### src/design/gaussian_kernel_classifier_unit_assert.svh
// Assertion macros shared by the classifier modules.
`ifndef GAUSSIAN_KERNEL_CLASSIFIER_UNIT_ASSERT_SVH
`define GAUSSIAN_KERNEL_CLASSIFIER_UNIT_ASSERT_SVH

// same-cycle implication
`define GKC_ASSERT_NOW(lbl, clk, rstn, ante, cons) \
    lbl: assert property (@(posedge clk) disable iff (!rstn) (ante) |-> (cons)) \
        else $error("gkc assertion failed");

// next-cycle implication
`define GKC_ASSERT_NEXT(lbl, clk, rstn, ante, cons) \
    lbl: assert property (@(posedge clk) disable iff (!rstn) (ante) |=> (cons)) \
        else $error("gkc assertion failed");

`endif

### src/design/gkc_pkg.sv
// Shared types, constants and kernel tables of the Gaussian kernel classifier.
package gkc_pkg;

    localparam int FEATURE_COUNT      = 8;
    localparam int MAX_CLASSES        = 8;
    localparam int EXAMPLES_PER_CLASS = 16;

    localparam int STORE_DEPTH = MAX_CLASSES * EXAMPLES_PER_CLASS * FEATURE_COUNT;
    localparam int ADDR_W      = (STORE_DEPTH > 1) ? $clog2(STORE_DEPTH) : 1;
    localparam int POS_W       = $clog2(FEATURE_COUNT + 1);
    localparam int EL_W        = (FEATURE_COUNT > 1) ? $clog2(FEATURE_COUNT) : 1;
    localparam int CNT_W       = $clog2(EXAMPLES_PER_CLASS + 1);
    localparam int CLS_W       = $clog2(MAX_CLASSES + 1);
    localparam int CIX_W       = (MAX_CLASSES > 1) ? $clog2(MAX_CLASSES) : 1;
    localparam int ACT_W       = (CLS_W > 4) ? CLS_W : 4;
    localparam int DIST_W      = 32 + $clog2(FEATURE_COUNT);
    localparam int SUM_W       = 24;
    localparam int TOTAL_W     = SUM_W + $clog2(MAX_CLASSES);
    localparam int REM_W       = TOTAL_W + 1;
    localparam int QUO_W       = 17;
    localparam int DCNT_W      = 5;
    localparam int INT_STEPS   = 12;

    localparam logic [1:0] CFG_INV_SIGMA   = 2'd0;
    localparam logic [1:0] CFG_CALIBRATING = 2'd1;
    localparam logic [1:0] CFG_CLASS_COUNT = 2'd2;

    localparam logic FUNC_STORE = 1'b0;
    localparam logic FUNC_QUERY = 1'b1;

    typedef struct packed {
        logic              func;
        logic [2:0]        class_index;
        logic signed [15:0] feature_value;
        logic              last_element;
    } in_word_t;

    typedef struct packed {
        logic [2:0]  winner_class;
        logic [15:0] winner_probability;
        logic        no_winner;
        logic        skipped;
    } out_word_t;

    typedef enum logic [3:0] {
        ST_IDLE, ST_CLS, ST_READ, ST_SQ, ST_ACC, ST_KMUL, ST_KEXP, ST_KACC,
        ST_CLEND, ST_DIV, ST_DONE
    } state_t;

    typedef struct packed {
        logic take;
        logic rd;
        logic sq;
        logic acc;
        logic kmul;
        logic kexp;
        logic kacc;
        logic clend;
        logic div_init;
        logic div_step;
        logic out_load;
    } cmd_t;

    typedef struct packed {
        logic query_end;
        logic calibrating;
        logic cls_done;
        logic ex_done;
        logic elem_last;
        logic div_last;
        logic out_free;
    } status_t;

    function automatic logic [16:0] exp_int(input logic [3:0] n);
        logic [16:0] v;
        case (n)
            4'd0:    v = 17'd65536;
            4'd1:    v = 17'd24109;
            4'd2:    v = 17'd8869;
            4'd3:    v = 17'd3263;
            4'd4:    v = 17'd1200;
            4'd5:    v = 17'd442;
            4'd6:    v = 17'd162;
            4'd7:    v = 17'd60;
            4'd8:    v = 17'd22;
            4'd9:    v = 17'd8;
            4'd10:   v = 17'd3;
            4'd11:   v = 17'd1;
            default: v = 17'd0;
        endcase
        return v;
    endfunction

    function automatic logic [16:0] exp_frac(input logic [3:0] f);
        logic [16:0] v;
        case (f)
            4'd0:    v = 17'd65536;
            4'd1:    v = 17'd61565;
            4'd2:    v = 17'd57835;
            4'd3:    v = 17'd54331;
            4'd4:    v = 17'd51039;
            4'd5:    v = 17'd47947;
            4'd6:    v = 17'd45042;
            4'd7:    v = 17'd42313;
            4'd8:    v = 17'd39750;
            4'd9:    v = 17'd37341;
            4'd10:   v = 17'd35079;
            4'd11:   v = 17'd32954;
            4'd12:   v = 17'd30957;
            4'd13:   v = 17'd29081;
            4'd14:   v = 17'd27319;
            default: v = 17'd25664;
        endcase
        return v;
    endfunction

endpackage

### src/design/gkc_ctrl.sv
// Sequencer of the classifier: input intake, example walk, division, result hand-off.
`include "gaussian_kernel_classifier_unit_assert.svh"

module gkc_ctrl (
    input  logic              aclk,
    input  logic              aresetn,
    input  gkc_pkg::status_t  st,
    output gkc_pkg::cmd_t     cmd
);

    gkc_pkg::state_t state_reg, state_next;

    always_ff @(posedge aclk) begin
        if (!aresetn) begin
            state_reg <= gkc_pkg::ST_IDLE;
        end else begin
            state_reg <= state_next;
        end
    end

    always_comb begin
        state_next = state_reg;
        unique case (state_reg)
            gkc_pkg::ST_IDLE: begin
                if (st.query_end) begin
                    state_next = st.calibrating ? gkc_pkg::ST_DONE : gkc_pkg::ST_CLS;
                end
            end
            gkc_pkg::ST_CLS: begin
                if (st.cls_done) begin
                    state_next = gkc_pkg::ST_DIV;
                end else if (st.ex_done) begin
                    state_next = gkc_pkg::ST_CLEND;
                end else begin
                    state_next = gkc_pkg::ST_READ;
                end
            end
            gkc_pkg::ST_READ:  state_next = gkc_pkg::ST_SQ;
            gkc_pkg::ST_SQ:    state_next = gkc_pkg::ST_ACC;
            gkc_pkg::ST_ACC:   state_next = st.elem_last ? gkc_pkg::ST_KMUL : gkc_pkg::ST_READ;
            gkc_pkg::ST_KMUL:  state_next = gkc_pkg::ST_KEXP;
            gkc_pkg::ST_KEXP:  state_next = gkc_pkg::ST_KACC;
            gkc_pkg::ST_KACC:  state_next = gkc_pkg::ST_CLS;
            gkc_pkg::ST_CLEND: state_next = gkc_pkg::ST_CLS;
            gkc_pkg::ST_DIV:   state_next = st.div_last ? gkc_pkg::ST_DONE : gkc_pkg::ST_DIV;
            gkc_pkg::ST_DONE:  state_next = st.out_free ? gkc_pkg::ST_IDLE : gkc_pkg::ST_DONE;
            default:           state_next = gkc_pkg::ST_IDLE;
        endcase
    end

    always_comb begin
        cmd = '0;
        unique case (state_reg)
            gkc_pkg::ST_IDLE:  cmd.take = 1'b1;
            gkc_pkg::ST_CLS:   cmd.div_init = st.cls_done;
            gkc_pkg::ST_READ:  cmd.rd = 1'b1;
            gkc_pkg::ST_SQ:    cmd.sq = 1'b1;
            gkc_pkg::ST_ACC:   cmd.acc = 1'b1;
            gkc_pkg::ST_KMUL:  cmd.kmul = 1'b1;
            gkc_pkg::ST_KEXP:  cmd.kexp = 1'b1;
            gkc_pkg::ST_KACC:  cmd.kacc = 1'b1;
            gkc_pkg::ST_CLEND: cmd.clend = 1'b1;
            gkc_pkg::ST_DIV:   cmd.div_step = 1'b1;
            gkc_pkg::ST_DONE:  cmd.out_load = st.out_free;
            default:           cmd = '0;
        endcase
    end

    `GKC_ASSERT_NEXT(a_div_runs_to_end, aclk, aresetn, cmd.div_init, state_reg == gkc_pkg::ST_DIV)
    `GKC_ASSERT_NOW(a_load_needs_slot, aclk, aresetn, cmd.out_load, st.out_free)
    `GKC_ASSERT_NEXT(a_done_after_load, aclk, aresetn, cmd.out_load, cmd.take)

endmodule

### config.mk
export PLATFORM = sky130hd
export DESIGN_NAME = gkc_ctrl
export DESIGN_NICKNAME = d
export VERILOG_FILES = /design/src/design/gkc_pkg.sv /design/src/design/gkc_ctrl.sv
export VERILOG_INCLUDE_DIRS = /design/src /design/src/design
export SDC_FILE = /design/constraint.sdc
export NUM_CORES = 1
export LEC_CHECK = 0
export ABC_AREA = 1
export BUFFER_PORTS_ARGS = -buffer_cell sky130_fd_sc_hd__clkbuf_2
export CORE_AREA = 2 2 44 46
export DETAILED_ROUTE_END_ITERATION = 12
export DIE_AREA = 0 0 46 48
export HOLD_SLACK_MARGIN = 0.12
export PLACE_DENSITY_LB_ADDON = 0.05
export RECOVER_POWER = 25
export SYNTH_ARGS = -nofsm -noshare
export SYNTH_HDL_FRONTEND = slang
export SYNTH_SLANG_ARGS = --single-unit
### constraint.sdc
create_clock -name aclk -period 1.34 [get_ports aclk]
set_input_delay 0.134 -clock aclk [delete_from_list [all_inputs] [get_ports aclk]]
set_output_delay 0.134 -clock aclk [all_outputs]
set_load 0.02 [all_outputs]
==> out/qor.yml, run 1 <==
logic_synthesis:
  ys_seq_elements: 4
  async_reset_ff_frac: 0
  synth.yosys.seq_area_share: 0.208
  synth_mux_area_frac: 0
  netlist_instances: 72
  synthSimpleGateAreaFrac: 0.584
  yosys.cell_types.count: 12
  synth_xor_xnor_area_share: 0
  ys_warn_count: 0
  synth_top_family_by_area: "simple AND/OR/NAND/NOR gates"
  synth_compound_area_frac: 0.0519
  syn_area_per_cell_um2: 5.35
  synth_top_area_cell: "dfxtp_1"
  ys.flop_type: "dfxtp_1"
  synthAdderAreaFrac: 0
  ys_top_cells_by_area: "dfxtp_1, inv_1, nor2_1, nand2_1, nand3_1"
  synth_fp_nets: 81
  synth_edf_count: 0
  yosysTopAreaCellShare: 0.208
  synth_area_um2: 385
  synth_common_cells: "inv_1, nor2_1, nand2_1, nand3_1, dfxtp_1"
critical_path:
  crit_type: "reg -> out"
  cp_max_fo: 5
  timing.rr.end: "state_reg[0]"
  r2r_cells: 5
  cp.required_ns: 1.21
  r2r_slack_ns: 0.21
  cp-start-kind: "flop"
  cp_data_arrival_time_ns: 1.14
  r2r_start: "state_reg[1]"
  crit_path_end_kind: "primary output"
finish:
  multi_input_area_um2: 278
  fin_area_um2: 572
  layout.nets: 105
  largest_reg_flops: 4
  fillers: 204
  syn_to_final_growth_pct: 48.4
  regArea_um2: 87.6
  drive_above_1_share: 0.394
  diodes: 0
worst_hold_path:
  hp-class: "in -> reg"
  hold_path_end: "state_reg[1]"
  worstHoldStart: "aresetn"
  whs_path_depth: 3
power:
  power.switching_uw: 593
  share_seq_of_total_power: 0.233
  vdd_drop_max_uv: 888
  power.density_nw_per_um2: 1960
  internal_power_uw: 526
  p_comb_frac: 0.634
  p_sw_frac: 0.530
  p_clk_frac: 0.133
  total_leakage_power_nw: 0.347
drt:
  viasPerCell: 4.50
  detail_route.first_pass.iterations: 4
  routedWlPerCell_um: 10.0
  drc: 0
  ant_nets: 0
  vias: 499
  first_iter_violations: 9
  routed_wl_um: 1110
clock_network:
  clkSinkCount: 4
  post-cts-setup-buffers: 0
  tritoncts: "built"
  hold_buffers: 0
  clock_latency_ns: 0.23
  clock-root-buffer: "clkbuf_4"
  path_clk_slew_ns: 0.04
  clock_path_buffers: 2
  htree_levels: 1
  numCtsBuffers: 3
sta:
  setup_viol: 0
  period_share: 0.954
  setup_ws_ns: 0.0619
  clock_skew_ns: 0.00152
  rsz0062_at_grt: "yes"
  fmax_mhz: 782
  finalHoldViolCount: 0
  fin_crit_ns: 1.28
  worstMarginPinSlew_ns: 0.263
  slew_headroom: 0.823
  slew_viol_final: 0
floorplanning:
  row_count: 15
  die_w_um: 46
  io_pins: 20
  core-area_um2: 1690
  die_y_um: 48
  start_util: 0.228
  die_area_um2: 2210
global_routing:
  antenna_found_initial: 0
  grt_use_total: 0.109
  grt_pass1_vias: 433
  grt_start_max_net_pins: 8
  overflow: 0
  grt_first_pass_wirelength_um: 1680
run_status:
  status: "complete, no violations"
flow_run:
  cap_violations: 0
place:
  place_area_um2: 502
  place_congestion: 0.746
  port_buffers: 19
  dp_slack_ns: 0.143
  dp_hpwl_um: 960
==> layer usage <==
metal,track usage,part of all wire,vias up
met5,0,0,-
li1,-,-,265
met3,0.0528,0.066,2
met2,0.186,0.46,18
met4,0.0457,0.019,0
met1,0.116,0.46,214
==> cell type report <==
cell class | instances | area share
tap | 17 | 0.0372
inverter | 16 | 0.105
multi-input combinational | 52 | 0.486
clock buffer | 3 | 0.0394
sequential | 4 | 0.153
timing repair buffer | 19 | 0.179
==> timing repair <==
action / 4_1_cts / 5_1_grt
setup endpoints to repair: 9 / 8
gates resized for setup: 6 / 14
pin swaps: 1 / 0
cloned: 0 / 0
==> cells in the final DEF (no fill, tap or decap) <==
master    count
dfxtp_2       3
nand2_1      13
clkbuf_2     16
buf_4         3
nand3b_1      3
dfxtp_4       1
inv_1        16
a21oi_1       3
nand3_1       9
nand3_2       1
o21ai_0       1
nor2_1       12
nor2_2        4
nor3_2        1
nand2_2       1
nor2_4        4
clkbuf_4      3
==> logic make-up (layout without fill, tap and decap cells) <==
group,after synthesis,after routing
and+or+nand+nor,48,48
buffers and inverters,16,38
AOI/OAI and AO/OA,4,4
DFF,4,4
==> metrics by stage <==
| stage | TNS [ns] | power [mW] | utilization | std cells | hold slack [ns] |
|---|---|---|---|---|---|
| finish | 0 | 1.12 | 0.339 | 111 | 0.167 |
| global route | -0.0577 | 1.21 | 0.339 | 111 | 0.191 |
| CTS | -0.0389 | 1.05 | 0.320 | 111 | 0.166 |
| detailed placement | 0 | 0.875 | 0.297 | 108 | 0.418 |
| global placement | 0 | 0.885 | 0.297 | 108 | 0.421 |
| floorplan | 0 | 0.690 | - | 72 | 0.296 |
==> worst max-delay path by stage <==
stage	from	end	slack, ns	depth (start not counted)
floorplan	state_reg[2]	state_reg[1]	0.05	6
global placement	state_reg[2]	state_reg[0]	0.12	6
detailed placement	state_reg[3]	state_reg[0]	0.14	6
CTS	state_reg[0]	cmd[2]	-0.04	5
global route	state_reg[2]	cmd[4]	-0.03	5
finish	state_reg[2]	cmd[4]	0.06	5
==> critical path, stage by stage (launching register included) <==
cell,delay [ns]
dfxtp_2,0.39
inv_1,0.10
nor2_4,0.13
nand2_1,0.08
inv_1,0.05
clkbuf_2,0.15
==> power by group through the flow <==
stage | Sequential, mW | Combinational (mW) | Clock, mW
after floorplan | 0.220 | 0.471 | 0
after global placement | 0.232 | 0.653 | 0
after detailed placement | 0.231 | 0.643 | 0
after CTS | 0.245 | 0.657 | 0.153
after global routing | 0.266 | 0.788 | 0.159
final | 0.260 | 0.709 | 0.149
No activity file was read; power rests on OpenSTA's default activity.
==> run 2: changes to the inputs <==
--- a/config.mk
+++ b/config.mk
@@ -8,9 +8,9 @@
 export LEC_CHECK = 0
 export ABC_AREA = 1
 export BUFFER_PORTS_ARGS = -buffer_cell sky130_fd_sc_hd__clkbuf_2
-export CORE_AREA = 2 2 44 46
+export CORE_AREA = 2 2 43 48
 export DETAILED_ROUTE_END_ITERATION = 12
-export DIE_AREA = 0 0 46 48
+export DIE_AREA = 0 0 45 50
 export HOLD_SLACK_MARGIN = 0.12
 export PLACE_DENSITY_LB_ADDON = 0.05
 export RECOVER_POWER = 25
==> constraint.sdc (replaced) <==
create_clock -name aclk -period 1.34 [get_ports aclk]
set_input_delay 0.067 -clock aclk [delete_from_list [all_inputs] [get_ports aclk]]
set_output_delay 0.067 -clock aclk [all_outputs]
set_load 0.02 [all_outputs]
==> run 2 against run 1 <==
Effect of this change: critical path depth down 1; maximum frequency increased by 2.8%; sequential share of layout area grew 0.34 points; largest cell class unchanged; largest power group unchanged.
==> out/qor.yml, run 2 (synthesis results as in run 1) <==
run_status:
  status: "complete, no violations"
floorplanning:
  row_count: 16  # +1
  io_pins: 20  # unchanged
  die_area_um2: 2250  # +1.9%
  core-area_um2: 1760  # +4.3%
  die_w_um: 45  # -2.2%
  start_util: 0.219  # -0.00940
  die_y_um: 50  # +4.2%
power:
  p_clk_frac: 0.140  # +0.007
  power_mw: 1.05  # -5.9%
  share_seq_of_total_power: 0.236  # +0.003
  p_sw_frac: 0.533  # +0.00328
  vdd_drop_max_uv: 724  # -18%
  power.density_nw_per_um2: 1880  # -3.7%
  power.switching_uw: 561  # -5.3%
  internal_power_uw: 491  # -6.5%
  p_comb_frac: 0.624  # -0.010
  total_leakage_power_nw: 0.345  # -0.38%
critical_path:
  cp.depth: 4  # -1
  cp.required_ns: 1.27  # +0.06 ns
  crit_chain: "inv_1 -> nand2_1 -> nor2_1 -> clkbuf_2"
  critical-path-top-delay-family: "flip-flops"
  cp-start-kind: "flop"
  crit_path_end_kind: "primary output"
  cp_data_arrival_time_ns: 1.18  # +0.04 ns
  crit_type: "reg -> out"
  cp_max_fo: 5  # unchanged
  r2r_cells: 7  # +2
  critPathMaxStageDelay_ns: 0.35  # -0.04 ns
  crit_path_top_delay_cell: "dfxtp_2"
  cp.buffers_inverters: 2  # -1
sta:
  slew_headroom: 0.845  # +0.0217
  whs_ns: 0.181  # +0.0139 ns
  finalHoldViolCount: 0  # unchanged
  finalSetupTns_ns: 0  # unchanged
  rsz0062_at_grt: "no"
  clock_skew_ns: 0.00117  # -0.000355 ns
  setup_viol: 0  # unchanged
  worstMarginPinSlew_ns: 0.231  # -0.0322 ns
  period_share: 0.928  # -0.0262
  fin_crit_ns: 1.24  # -0.0352 ns
  slew_viol_final: 0  # unchanged
  fmax_mhz: 805  # +2.8%
clock_network:
  clock-root-buffer: "clkbuf_4"
  clock_path_buffers: 2  # unchanged
  clkSinkCount: 4  # unchanged
  path_clk_slew_ns: 0.04  # about the same
  htree_levels: 1  # unchanged
  clock_latency_ns: 0.23  # about the same
  numCtsBuffers: 3  # unchanged
  post-cts-setup-buffers: 0  # unchanged
  tritoncts: "built"
drt:
  viasPerCell: 4.27  # -4.9%
  routed_wl_um: 1110  # -0.27%
  ant_nets: 0  # unchanged
  first_iter_violations: 21  # +12
  drc: 0  # unchanged
  routedWlPerCell_um: 9.83  # -2.0%
  vias: 483  # -3.2%
  detail_route.first_pass.iterations: 4  # unchanged
global_routing:
  grt_pass1_vias: 430  # -0.69%
  grt_start_max_net_pins: 8  # unchanged
  antenna_found_initial: 0  # unchanged
  grt_use_total: 0.110  # +0.00109
  grt_use_met2: 0.164  # -0.0218
  use_met3: 0.0256  # -0.0272
  grt.busiest_layer: "met2"
  grt_first_pass_wirelength_um: 1840  # +9.0%
  overflow: 0  # unchanged
  grt_use_met1: 0.143  # +0.0276
finish:
  layout.nets: 106  # +0.95%
  syn_to_final_growth_pct: 45.1
  largest_reg_flops: 4  # unchanged
  drive_above_1_share: 0.337  # -0.0568
  diodes: 0  # unchanged
  final_common_cell: "clkbuf_2"
  final_cell_mix: "clkbuf_2, inv_1, nor2_1"
place:
  place_congestion: 0.718  # -3.7%
  port_buffers: 19  # unchanged
  dp_hpwl_um: 939  # -2.2%
worst_hold_path:
  hp-class: "in -> reg"
  whs_path_depth: 3  # unchanged
flow_run:
  cap_violations: 0  # unchanged
run 2: worst min-delay path, cell delays in order:
cell and delay [ns]:
clkbuf_2 0.09, nand3_1 0.13, a21oi_1 0.08
run 2: worst paths after layout:
path | endpoint | slack [ns] | from
worst min-delay path | state_reg[2] | 0.18 | st[2]
worst max register to register | state_reg[1] | 0.17 | state_reg[0]
worst max-delay path | cmd[1] | 0.1 | state_reg[2]
worst min register to register | state_reg[2] | 0.66 | state_reg[2]
run 2: cell type report:
cell class | count | area, um2
fill | 216 | 1200
timing repair buffer | 20 | 104
sequential | 4 | 87.6
multi-input combinational | 52 | 263
clock buffer | 3 | 22.5
tap | 18 | 22.5
inverter | 16 | 60.1
run 2: power by group through the flow:
stage,logic (mW),clock network (mW),registers [mW]
after global routing,0.745,0.168,0.260
after global placement,0.676,0,0.227
after floorplan,0.471,0,0.220
after detailed placement,0.650,0,0.229
after CTS,0.658,0.160,0.230
final,0.657,0.147,0.249
run 2: metrics by stage:
| step | cells | area (um2) | util | setup slack, ns |
|---|---|---|---|---|
| after floorplan | 72 | 385 | - | 0.0547 |
| after global placement | 109 | 503 | 0.286 | 0.0499 |
| after detailed placement | 109 | 503 | 0.286 | 0.112 |
| after CTS | 113 | 539 | 0.306 | 0.00396 |
| after global routing | 113 | 559 | 0.317 | 0.0137 |
| final | 113 | 559 | 0.317 | 0.0970 |
run 2: layer usage:
layer / wire (um) / part of all wire
met1: 515 / 0.46
met2: 559 / 0.50
met3: 36 / 0.032
met4: 0 / 0
met5: 0 / 0
run 2: what timing repair did:
| item | in CTS | in global routing |
|---|---|---|
| setup endpoints to repair | 2 | 10 |
| hold buffers | 1 | 0 |
| resized for setup | 2 | 8 |
| endpoints found under the hold margin | 4 | 0 |
| pin swaps | 0 | 0 |
==> run 3: changes to the inputs <==
--- a/config.mk
+++ b/config.mk
@@ -7,10 +7,10 @@
 export NUM_CORES = 1
 export LEC_CHECK = 0
 export ABC_AREA = 1
-export BUFFER_PORTS_ARGS = -buffer_cell sky130_fd_sc_hd__clkbuf_2
 export CORE_AREA = 2 2 43 48
 export DETAILED_ROUTE_END_ITERATION = 12
 export DIE_AREA = 0 0 45 50
+export DONT_BUFFER_PORTS = 1
 export HOLD_SLACK_MARGIN = 0.12
 export PLACE_DENSITY_LB_ADDON = 0.05
 export RECOVER_POWER = 25
==> run 3 against run 2 <==
Effect of this change: register-to-register slack lost 0.03 ns; first-iteration DRC count shrank 29%; largest power group unchanged; combinational power shrank 1%; critical path type unchanged; clock skew grew 0.0023 ns; via count shrank 3.7%; critical path depth shrank 1; total power shrank 0.37%; utilization shrank 2.7 points.
==> out/qor.yml, run 3 (synthesis results as in run 1) <==
run_status:
  status: "complete, no violations"
place:
  dp_hpwl_um: 914  # -2.6%
  place_congestion: 0.699  # -2.7%
  dp_slack_ns: 0.0855  # -0.0268 ns
  dp_cells: 95  # -13%
  port_buffers: 0  # -19
sta:
  fmax_mhz: 777  # -3.4%
  finalHoldViolCount: 0  # unchanged
  period_share: 0.960  # +0.0323
  worstMarginPinSlew_ns: 0.379  # +0.149 ns
  setup_viol: 0  # unchanged
  fin_crit_ns: 1.29  # +0.0433 ns
  setup_ws_ns: 0.0537  # -0.0433 ns
  rsz0062_at_grt: "no"
  slew_headroom: 0.746  # -0.0985
  clock_skew_ns: 0.00348  # +0.00231 ns
  finalSetupTns_ns: 0  # unchanged
  slew_viol_final: 0  # unchanged
critical_path:
  crit_path_end_kind: "primary output"
  crit_type: "reg -> out"
  cp.required_ns: 1.27  # about the same
  cp_max_fo: 5  # unchanged
  cp_data_arrival_time_ns: 1.22  # +0.04 ns
  cp-start-kind: "flop"
  r2r_slack_ns: 0.14  # -0.03 ns
worst_hold_path:
  hp-class: "in -> reg"
floorplanning:
  core-area_um2: 1760  # unchanged
  io_pins: 20  # unchanged
  die_y_um: 50  # unchanged
  row_count: 16  # unchanged
  die_area_um2: 2250  # unchanged
  start_util: 0.219  # unchanged
  die_w_um: 45  # unchanged
finish:
  layout.nets: 95  # -10%
  finalNonFillerCells: 102  # -9.7%
  largest_reg_flops: 4  # unchanged
  final_cell_mix: "inv_1, nor2_1, nand2_1"
  fillers: 222  # +2.8%
  multi_input_area_um2: 248  # -5.7%
  drive_above_1_share: 0.190  # -0.146
  diodes: 0  # unchanged
  regArea_um2: 83.8  # -4.3%
  syn_to_final_growth_pct: 32.8
drt:
  drc: 0  # unchanged
  first_iter_violations: 15  # -29%
  detail_route.first_pass.iterations: 4  # unchanged
  vias: 465  # -3.7%
  ant_nets: 0  # unchanged
  routed_wl_um: 1170  # +5.0%
  routedWlPerCell_um: 11.4  # +16%
  viasPerCell: 4.56  # +6.7%
power:
  vdd_drop_max_uv: 694  # -4.1%
  internal_power_uw: 482  # -2.0%
  power.density_nw_per_um2: 2050  # +8.9%
  p_clk_frac: 0.151  # +0.011
  p_sw_frac: 0.541  # +0.00752
  share_seq_of_total_power: 0.231  # -0.005
  power.switching_uw: 567  # +1.0%
  total_leakage_power_nw: 0.299  # -13%
  p_comb_frac: 0.618  # -0.006
global_routing:
  grt_first_pass_wirelength_um: 1830  # -0.38%
  overflow: 0  # unchanged
  antenna_found_initial: 0  # unchanged
  grt_use_total: 0.115  # +0.00433
  grt_pass1_vias: 446  # +3.7%
  grt_start_max_net_pins: 8  # unchanged
clock_network:
  clock_latency_ns: 0.24  # about the same
  path_clk_slew_ns: 0.04  # about the same
  htree_levels: 1  # unchanged
  tritoncts: "built"
  clock_path_buffers: 2  # unchanged
  numCtsBuffers: 3  # unchanged
  post-cts-setup-buffers: 0  # unchanged
  clock-root-buffer: "clkbuf_4"
  clkSinkCount: 4  # unchanged
flow_run:
  cap_violations: 0  # unchanged
## run 3: changes by cell type in the layout (fill, tap and decap cells not counted), sizes merged
| cell | delta |
|---|---|
| clkbuf | -17 |
| buf | +3 |
| dlygate4sd3 | +3 |
## run 3: area by class of cell
class                      instances  area share
multi-input combinational         52       0.484
sequential                         4       0.164
timing repair buffer               9       0.147
inverter                          16       0.117
clock buffer                       3      0.0440
tap                               18      0.0440
## run 3: final timing paths
check / cells after the start / end / start
min reg2reg: 3 / state_reg[2] / state_reg[0]
max: 3 / cmd[0] / state_reg[1]
min: 5 / state_reg[0] / st[1]
max reg2reg: 7 / state_reg[1] / state_reg[1]
## run 3: stage by stage
step | total power, mW | area, um2 | hold WS [ns] | util
after CTS | 1.05 | 513 | 0.149 | 0.291
after floorplan | 0.690 | 385 | 0.229 | -
final | 1.05 | 512 | 0.148 | 0.290
after global routing | 1.15 | 512 | 0.218 | 0.290
after detailed placement | 0.869 | 445 | 0.250 | 0.253
after global placement | 0.892 | 445 | 0.245 | 0.253
## run 3: what timing repair did
item,in CTS,in global routing
resized for setup,1,4
endpoints found under the setup margin,2,9
gates cloned,0,0
hold buffers,4,0
hold endpoints to repair,4,0
pin swaps,0,1
## run 3: power groups by stage
stage	registers (mW)	logic (mW)	clock network [mW]
global route	0.252	0.732	0.170
finish	0.242	0.648	0.159
detailed placement	0.230	0.639	0
CTS	0.232	0.655	0.168
floorplan	0.220	0.471	0
global placement	0.227	0.665	0
## run 3: critical path, cell delays in order (launching register included)
cell and delay (ns):
dfxtp_1 0.45, nand2_2 0.14, nor3_1 0.21, buf_4 0.18
## run 3: per-layer routing
| layer | vias up | GRT usage | wire [um] |
|---|---|---|---|
| met5 | - | 0 | 0 |
| met4 | 0 | 0.0882 | 25 |
| met3 | 4 | 0.0220 | 67 |
| met2 | 15 | 0.176 | 577 |
| met1 | 202 | 0.134 | 497 |
| li1 | 244 | - | - |
